## config.mk

```make
export PLATFORM = sky130hd
export DESIGN_NAME = rgen_front
export DESIGN_NICKNAME = d
export VERILOG_FILES = /design/src/hdl/rgen_pkg.sv /design/src/hdl/rgen_front.sv
export SDC_FILE = /design/constraint.sdc
export NUM_CORES = 1
export LEC_CHECK = 0
export BUFFER_PORTS_ARGS = -buffer_cell sky130_fd_sc_hd__buf_4
export CORE_AREA = 2 2 219 221
export DETAILED_ROUTE_END_ITERATION = 10
export DIE_AREA = 0 0 221 223
export MAX_ROUTING_LAYER = met4
export PLACE_DENSITY = 0.75
export SLEW_MARGIN = 20
export SYNTH_ARGS = -nofsm -noshare
export SYNTH_HDL_FRONTEND = slang
export SYNTH_SLANG_ARGS = --single-unit
```

## constraint.sdc

```tcl
create_clock -name clk -period 14.56 [get_ports clk]
set_input_delay 1.456 -clock clk [delete_from_list [all_inputs] [get_ports clk]]
set_output_delay 1.456 -clock clk [all_outputs]
set_load 0.02 [all_outputs]
```

## src/hdl/rgen_pkg.sv

```systemverilog
package rgen_pkg;

  // levels are unsigned Q32 with one integer bit, 1.0 = 2^32
  localparam int LvlW = 33;
  localparam logic [LvlW-1:0] ONE_Q32 = 33'h1_0000_0000;

  typedef struct packed {
    logic            valid;
    logic [LvlW-1:0] level;
  } lvl_tag_t;

endpackage

```

## src/hdl/rgen_front.sv

```systemverilog
module rgen_front import rgen_pkg::*; #(
  parameter int INDEX_BITS = 8
) (
  input  logic                  clk,
  input  logic                  rst,
  input  logic                  en,
  input  logic                  in_valid,
  input  logic [INDEX_BITS-1:0] idx,
  input  logic signed [15:0]    brightness,
  input  logic [15:0]           contrast,
  output lvl_tag_t              tag_o
);

  localparam logic [INDEX_BITS-1:0] IDX_MAX = '1;
  localparam logic signed [35:0] HALF_Q32 = 36'sh0_8000_0000;
  localparam logic signed [53:0] HALF_Q44 = 54'sh0_0800_0000_0000;
  localparam logic signed [53:0] ONE_Q44  = 54'sh0_1000_0000_0000;

  logic                   s1_valid, s2_valid, s3_valid;
  logic [LvlW-1:0]        x1, x_next;
  logic signed [35:0]     v2, v_next;
  logic signed [53:0]     t3, t_next;
  logic [LvlW-1:0]        y_next;

  // idx / (2^N - 1) in binary is idx repeated, except full scale
  always_comb begin
    x_next = '0;
    if (idx == IDX_MAX) begin
      x_next = ONE_Q32;
    end else begin
      for (int j = 0; j < 32; j++) begin
        x_next[31-j] = idx[INDEX_BITS-1-(j % INDEX_BITS)];
      end
    end
  end

  always_comb begin
    v_next = $signed({3'b000, x1}) + ($signed(36'(brightness)) <<< 18) - HALF_Q32;
  end

  always_comb begin
    t_next = v2 * $signed({1'b0, contrast}) + HALF_Q44;
  end

  always_comb begin
    if (t3 <= 54'sd0) begin
      y_next = '0;
    end else if (t3 >= ONE_Q44) begin
      y_next = ONE_Q32;
    end else begin
      y_next = {1'b0, t3[43:12]};
    end
  end

  always_ff @(posedge clk) begin
    if (rst) begin
      s1_valid    <= 1'b0;
      s2_valid    <= 1'b0;
      s3_valid    <= 1'b0;
      tag_o.valid <= 1'b0;
    end else if (en) begin
      s1_valid    <= in_valid;
      x1          <= x_next;
      s2_valid    <= s1_valid;
      v2          <= v_next;
      s3_valid    <= s2_valid;
      t3          <= t_next;
      tag_o.valid <= s3_valid;
      tag_o.level <= y_next;
    end
  end

endmodule

```

==> After elaboration in Yosys (flattened, before gate mapping) <==
Cells that the tools add are included.
{ "word_totals": {"reg_bits": 160, "wordCells": 22, "out_inout_bits": 34} }
{ "classes": {"bitwise_logic": 1, "mul": 1, "magnitude_cmp": 2, "add_sub_neg": 3, "eq_ne": 1, "n_reduce_logical": 2, "muxes": 2} }
{ "ops": {"columns": ["cell", "count"], "rows": [
  ["53-bit by 45-bit adder with 54-bit output, second input constant", 1],
  ["54-bit by 46-bit greater-or-equal comparator with 1-bit output, second input constant", 1],
  ["54-bit by 1-bit less-or-equal comparator with 1-bit output, second input constant", 1],
  ["36-bit by 17-bit multiplier with 53-bit output", 1],
  ["35-bit by 33-bit subtractor with 36-bit output, second input constant", 1],
  ["34-bit by 34-bit adder with 35-bit output", 1],
  ["33-bit two-way mux", 1],
  ["8-bit equality test, second input constant", 1],
  ["2-bit AND reduction", 1],
  ["2-bit OR reduction", 1],
  ["1-bit two-way mux", 1],
  ["1-bit NOT", 1]
]} }

==> Logic depth before layout (Yosys ltp) <==
Gate-level depths: netlist of run 1.
{ "depth": {"word_depth": 2, "mapped_depth": 25} }

==> Worst setup path after synthesis of run 1 <==
No wires, ideal clock.
{ "synth_timing": {"kind": "input-to-reg", "from": "in en", "to": "reg t3[0] (enable)", "setup_ps": 621, "arrival_ps": 7111, "stages": 2, "n_path_buf": 1, "setup_slack_ps": 6828, "cell_sequence": "clkbuf_1 -> nor2b_1"} }
{ "synth_via": {"elab_chain_cells": 1} }
{ "synth_rtl": {"columns": ["item", "line", "text"], "rows": [
  ["from (decl)", "rgen_front.sv:6", "input logic en,"],
  ["2-bit AND reduction (no line)", null, null],
  ["to (signal assigned)", "rgen_front.sv:67", "t3 <= t_next;"],
  ["to (decl)", "rgen_front.sv:22", "logic signed [53:0] t3, t_next;"]
]} }
No other way between the ends.
A chain may end at the register's enable or synchronous reset.

==> Final worst setup path of run 1 <==
{ "layout_timing": {"from": "in contrast[11]", "to": "reg t3[51] (data pin)"} }
{ "layout_via": {"elab_chain_cells": 2} }
{ "layout_rtl": {"columns": ["item", "line", "text"], "rows": [
  ["from (decl)", "rgen_front.sv:10", "input logic [15:0] contrast,"],
  ["36-bit by 17-bit multiplier with 53-bit output", "rgen_front.sv:42", "t_next = v2 * $signed({1'b0, contrast}) + HALF_Q44;"],
  ["53-bit by 45-bit adder with 54-bit output", "rgen_front.sv:42", null],
  ["via t_next[51]", "rgen_front.sv:22", null]
]} }
The timed path passes the listed nets, and every way through them passes these cells.

==> results.sh, run 1 <==
export IMPL_status="completed"
export IMPL_cts_buffer_depth=2
export IMPL_critPathMaxFanout=26
export IMPL_port_buffers=77
export IMPL_cts_tree="built"
export IMPL_async_flop_share=0
export IMPL_max_freq_ghz=0.136
export IMPL_grt_max_degree=67
export IMPL_path_class="input port to register"
export IMPL_cts_post_setup_buffers_inserted=0
export IMPL_syn_nets=3192
export IMPL_die_y_um=223
export IMPL_max_cap_viol_count=0
export IMPL_cts_resized_gates=0
export IMPL_hpwl_um=50200
export IMPL_synth_seq_area_share=0.155
export IMPL_numCtsBuffers=17
export IMPL_fin_crit_ns=7.35
export IMPL_synthFlopType="edfxtp_1"
export IMPL_critical_path_required_ns=14.80
export IMPL_cts_sinks=126
export IMPL_synth_cell_types=64
export IMPL_setup_worst_path_end_class="register"
export IMPL_clock_root_buffer="clkbuf_16"
export IMPL_die_w_um=221
export IMPL_whs_ns=0.509
export IMPL_slew_violations=0
export IMPL_grt_first_pass_wirelength_um=99600
export IMPL_yosys_register_bits=126
export IMPL_ys_warn_count=0
export IMPL_synthAdderAreaFrac=0.506
export IMPL_layout_nets=3208
export IMPL_cts_hold_buffers_added=0
export IMPL_dr_pass1_iters=5
export IMPL_worst_setup_path_start_kind="input port"
export IMPL_synthTopCellsByArea="fa_1 41%, edfxtp_1 15%, inv_1 10%, ha_1 9.6%, and2_1 6.2%"
export IMPL_worstPathArrival_ns=7.58
export IMPL_gr_total_overflow=0
export IMPL_setup_viol=0
export IMPL_syn_area_um2=24100
export IMPL_min_period_over_period=0.505
export IMPL_clk_latency_ns=0.50
export IMPL_antenna_found_initial=2
export IMPL_dieArea_um2=49300
export IMPL_hold_viol=0
export IMPL_avgSynthCellArea_um2=9.75
export IMPL_first_global_vias=18800
export IMPL_core_um2=47100
export IMPL_wirelength_um=61200
export IMPL_fin_skew_ns=0.0206
export IMPL_pin_count=78
export IMPL_grt_setup_unrepaired="false"
export IMPL_topRoutingLayerUsed="met4"
export IMPL_hold_path_class="register to register"
export IMPL_h_tree_depth=4
export IMPL_synth_edf_count=122
export IMPL_via_per_inst=5.36
export IMPL_synthMuxAreaShare=0.00338
export IMPL_yosysMostFrequentCell="inv_1"
export IMPL_synth_xor_area_frac=0.0265
export IMPL_rows=80
export IMPL_tightest_slew_ns=0.896
export IMPL_yosys_top_cells_count="643 x inv_1, 493 x fa_1, 256 x nand2_1, 238 x and2_1, 185 x ha_1"
export IMPL_path_clk_slew_ns=0.07
export IMPL_routedWlPerCell_um=19.6
export IMPL_place_gp_congestion=0.948
export IMPL_drive_gt1_frac=0.0540
export IMPL_grt_total_usage=0.273
export IMPL_start_util=0.511
export IMPL_drt_iter0_drc=1131
export IMPL_ant_nets=0
export IMPL_tns_ns=0
export IMPL_met3_length_um=3580
export IMPL_yosysTopAreaCellShare=0.410
export IMPL_synth_largest_area_cell="fa_1"
export IMPL_route_met2_wl_um=29800
export IMPL_synth_compound_area_share=0.0591
export IMPL_num_vias=16700
export IMPL_syn_inst=2470
export IMPL_yosys_area_share_simple=0.136
export IMPL_met1Wirelength_um=24400
export IMPL_area_growth_pct=6.94
export IMPL_drc_errors=0
export IMPL_timing_slew_headroom=0.402
export IMPL_synth_top_family_by_area="adder cells"
routing by layer:
metal / GRT usage / vias up
li1: - / 7480
met1: 0.318 / 8435
met2: 0.453 / 596
met3: 0.0444 / 185
met4: 0.152 / 0
met5: - / -
layout by cell type (no fill, tap or decap), drive strengths merged, types with 3 or more instances in the layout:
master / instances
a2111oi: 3
a211o: 3
a211oi: 7
a21o: 42
a21oi: 73
a31oi: 9
and2: 238
and3: 10
and4: 3
buf: 81
clkbuf: 17
clkinv: 3
dfxtp: 4
edfxtp: 122
fa: 493
ha: 185
inv: 652
mux2i: 7
nand2: 256
nand2b: 7
nand3: 15
nand4: 13
nor2: 39
nor2b: 16
nor3: 13
nor4: 17
o211ai: 10
o21a: 5
o21ai: 35
o21bai: 9
o311ai: 3
o31ai: 4
or2: 5
or3: 4
xnor2: 45
xor2: 28
layout make-up:
class / instances / area, um^2
well taps: 615 / 769
fillers: 4151 / 21400
inverters: 643 / 2410
flip-flops and latches: 126 / 3740
clock inverters: 15 / 171
clock buffers: 17 / 425
repair buffers: 81 / 608
diodes: 2 / 5.00
multi-input cells: 1617 / 17600
through the flow:
stage | area [um^2] | utilization | worst slack (ns) | instances
3_5_place_dp | 25200 | 0.534 | 6.81 | 3082
4_1_cts | 25800 | 0.546 | 7.32 | 3114
5_1_grt | 25800 | 0.546 | 6.91 | 3115
2_1_floorplan | 24100 | - | 6.83 | 2470
6_report | 25800 | 0.546 | 7.21 | 3116
3_3_place_gp | 25200 | 0.534 | 6.90 | 3082
cells by family (layout without fill, tap and decap cells):
logic type,count (synthesis),count (layout)
buf+inv,727,756
xor+xnor,73,73
simple gates,642,642
mux,8,8
other cells,0,2
fa+ha+maj,678,678
flops,126,126
compound gates,216,216
registers in the layout, indices dropped and copies added, names as in the netlist:
| name | flops |
|---|---|
| s1_valid | 1 |
| s2_valid | 1 |
| x1 | 9 |
| s3_valid | 1 |
| v2 | 26 |
| tag_o | 34 |
| t3 | 54 |
worst max-delay path: stages:
cell	delay, ns
buf_4	0.34
nand2_1	0.16
fa_1	0.59
inv_1	0.06
fa_1	0.42
inv_1	0.17
fa_1	0.50
xnor2_1	0.17
ha_1	0.33
fa_1	0.49
inv_1	0.05
fa_1	0.47
inv_1	0.04
ha_1	0.35
a21oi_1	0.29
o22ai_1	0.14
a211oi_1	0.30
nor2_1	0.10
nor3_1	0.58
o21ai_2	0.23
a31oi_1	0.24
xnor2_1	0.09
path summary, 6_finish.rpt:
kind,start,end,depth (start not counted),slack (ns)
worst max-delay path,contrast[11],t3[51],22,7.21
worst min-delay path,x1[24],v2[16],0,0.51
worst min register to register,x1[24],v2[16],0,0.51
worst max register to register,v2[14],t3[51],21,7.55
Power of run 1 is not shown: default switching activity piles up to over one toggle a cycle in this logic, so the estimate is an artifact.
==> run 2: changes to the inputs <==
Settings changed: ABC_AREA set to 1, CORE_AREA 2 2 219 221 to 2 2 227 229, DIE_AREA 0 0 221 223 to 0 0 229 231.
Clock period 14.56 ns to 7.6 ns, I/O delays scaled along.
==> run 2 against run 1 <==
  * Design area up 7.4%
  * Via count up 18%
  * Global-route usage up 0.30 points
  * Register-to-register slack worse by 6.4 ns
  * First-iteration DRC count up 36%
  * Die area up 7.3%
  * Synthesized cell count up 32%
  * Count of clock-buffer cells in the layout up 4
  * Critical path depth down 4
  * Utilization down 0.062 points
  * Critical path type is now register to register
==> results.sh, run 2 <==
export IMPL_status="completed"
export IMPL_numCtsBuffers=17
export IMPL_yosys_register_bits=126
export IMPL_critPathTopFamily="adder cells"
export IMPL_cts_tree="built"
export IMPL_met1Wirelength_um=26300
export IMPL_synth_seq_area_share=0.144
export IMPL_drc_errors=0
export IMPL_drive_gt1_frac=0.0473
export IMPL_route_met2_wl_um=32400
export IMPL_yosys_top_cells_count="1,084 x inv_1, 847 x nand2_1, 493 x fa_1, 185 x ha_1, 122 x edfxtp_1"
export IMPL_crit_top_cell="fa_1"
export IMPL_ant_nets=0
export IMPL_cts_post_setup_buffers_inserted=0
export IMPL_syn_area_um2=26000
export IMPL_grt_max_degree=63
export IMPL_fin_crit_ns=6.42
export IMPL_avgSynthCellArea_um2=7.97
export IMPL_seqCellArea_um2=3740
export IMPL_port_buffers=77
export IMPL_final_cell_mix="1,084 x inv_1, 847 x nand2_1, 493 x fa_1, 185 x ha_1, 122 x edfxtp_1"
export IMPL_clock_root_buffer="clkbuf_16"
export IMPL_cts_resized_gates=0
export IMPL_synthFlopType="edfxtp_1"
export IMPL_tns_ns=0
export IMPL_dr_pass1_iters=7
export IMPL_max_freq_ghz=0.156
export IMPL_die_w_um=229
export IMPL_diodes=0
export IMPL_wirelength_um=66200
export IMPL_max_cap_viol_count=0
export IMPL_setup_worst_path_end_class="register"
export IMPL_async_flop_share=0
export IMPL_antenna_found_initial=0
export IMPL_slew_violations=0
export IMPL_routedWlPerCell_um=16.7
export IMPL_first_global_vias=21100
export IMPL_topRoutingLayerUsed="met4"
export IMPL_reg_top3="t3 x54, tag_o x34, v2 x26"
export IMPL_hpwl_um=54800
export IMPL_drt_iter0_drc=1541
export IMPL_syn_nets=3987
export IMPL_top_register="t3"
export IMPL_met3_length_um=4620
export IMPL_path_clk_slew_ns=0.08
export IMPL_r2r_slack_ns=1.18
export IMPL_worstPathArrival_ns=6.62
export IMPL_hold_viol=0
export IMPL_timing_slew_headroom=0.368
export IMPL_dpl_instance_area_um2=27100
export IMPL_cts_hold_buffers_added=0
export IMPL_fill_cells=4748
export IMPL_critical_path_buf_inv_count=3
export IMPL_dieArea_um2=52900
export IMPL_cts_sinks=126
export IMPL_start_util=0.513
export IMPL_num_vias=19600
export IMPL_critPathMaxFanout=16
export IMPL_grt_first_pass_wirelength_um=110000
export IMPL_layout_commonest_cell="inv_1"
export IMPL_min_period_over_period=0.845
export IMPL_place_gp_congestion=0.964
export IMPL_setup_viol=0
export IMPL_clk_latency_ns=0.45
export IMPL_ys_warn_count=0
export IMPL_pin_count=78
export IMPL_synth_largest_area_cell="fa_1"
export IMPL_yosysTopAreaCellShare=0.379
export IMPL_tightest_slew_ns=0.947
export IMPL_cp_slowest_stage_delay_ns=0.83
export IMPL_h_tree_depth=4
export IMPL_grt_total_usage=0.276
export IMPL_rows=83
export IMPL_largest_register_ffs=54
export IMPL_worst_setup_path_start_kind="register"
export IMPL_synth_cell_types=35
export IMPL_area_growth_pct=6.30
export IMPL_hold_path_class="register to register"
export IMPL_layout_nets=3983
export IMPL_syn_inst=3265
export IMPL_synth_edf_count=122
export IMPL_die_y_um=231
export IMPL_fin_skew_ns=0.0167
export IMPL_critical_path_required_ns=7.80
export IMPL_cts_buffer_depth=2
export IMPL_via_per_inst=4.97
export IMPL_path_class="register to register"
export IMPL_synthTopCellsByArea="fa_1 38%, inv_1 16%, edfxtp_1 14%, nand2_1 12%, ha_1 8.9%"
export IMPL_grt_setup_unrepaired="false"
export IMPL_critical_path_slowest_cell="fa_1"
export IMPL_core_um2=50700
export IMPL_gr_total_overflow=0
export IMPL_stdcell_area_um2=27700
export IMPL_cp_cell_sequence="nand2_1, inv_1, fa_1, fa_1, fa_1, fa_1, fa_1, inv_1, fa_1, inv_1, ha_1, a21oi_1, nand2_1, a21oi_1, a21boi_0, nand3_1, nand2_1, nand2_1"
export IMPL_multi_input_area_um2=17800
export IMPL_yosysMostFrequentCell="inv_1"
## run 2: path summary, 6_finish.rpt
path                     to  startpoint  cells past startpoint
setup / recovery     t3[40]      v2[35]                     18
hold / removal    tag_o[33]    s3_valid                      2
setup reg to reg     t3[40]      v2[35]                     18
hold reg to reg   tag_o[33]    s3_valid                      2
## run 2: layout make-up
class | count | area share
Inverter | 1088 | 0.148
Clock buffer | 21 | 0.0166
Clock inverter | 11 | 0.00384
Multi-Input combinational cell | 1948 | 0.644
Tap cell | 680 | 0.0308
Sequential cell | 126 | 0.135
Timing Repair Buffer | 80 | 0.0218
## run 2: metrics by stage
stage	hold slack (ns)	worst slack, ns	utilization	cells
global route	0.489	0.780	0.546	3954
CTS	0.463	1.21	0.546	3953
floorplan	0.430	1.10	-	3265
detailed placement	0.454	0.949	0.534	3921
finish	0.459	1.18	0.546	3954
global placement	0.445	1.07	0.534	3921
## run 2: worst reg2reg max path: cells and delay by family, from the launching register on
| family | cells | cell delay [ns] |
|---|---|---|
| AOI/OAI and AO/OA | 3 | 0.93 |
| and+or+nand+nor | 5 | 0.64 |
| buffers and inverters | 3 | 0.20 |
| DFF | 1 | 0.66 |
| adders and majority gates | 7 | 3.75 |
## run 2: logic make-up (layout without fill, tap and decap cells)
group / count (synthesis) / count (layout) / synth area share
AOI/OAI and AO/OA: 112 / 112 / 0.0250
xor gates and xnor gates: 56 / 56 / 0.0188
adders and majority gates: 678 / 678 / 0.468
buffers and inverters: 1191 / 1200 / 0.172
DFF: 126 / 126 / 0.144
and+or+nand+nor: 1102 / 1102 / 0.172
## run 2: metal layers
metal  global-route usage  up-vias
met5                    -        -
met2                0.461      769
met3               0.0384      181
met4                0.114        0
met1                0.338     9471
li1                     -     9227
Power of run 2 is left out for the same reason.
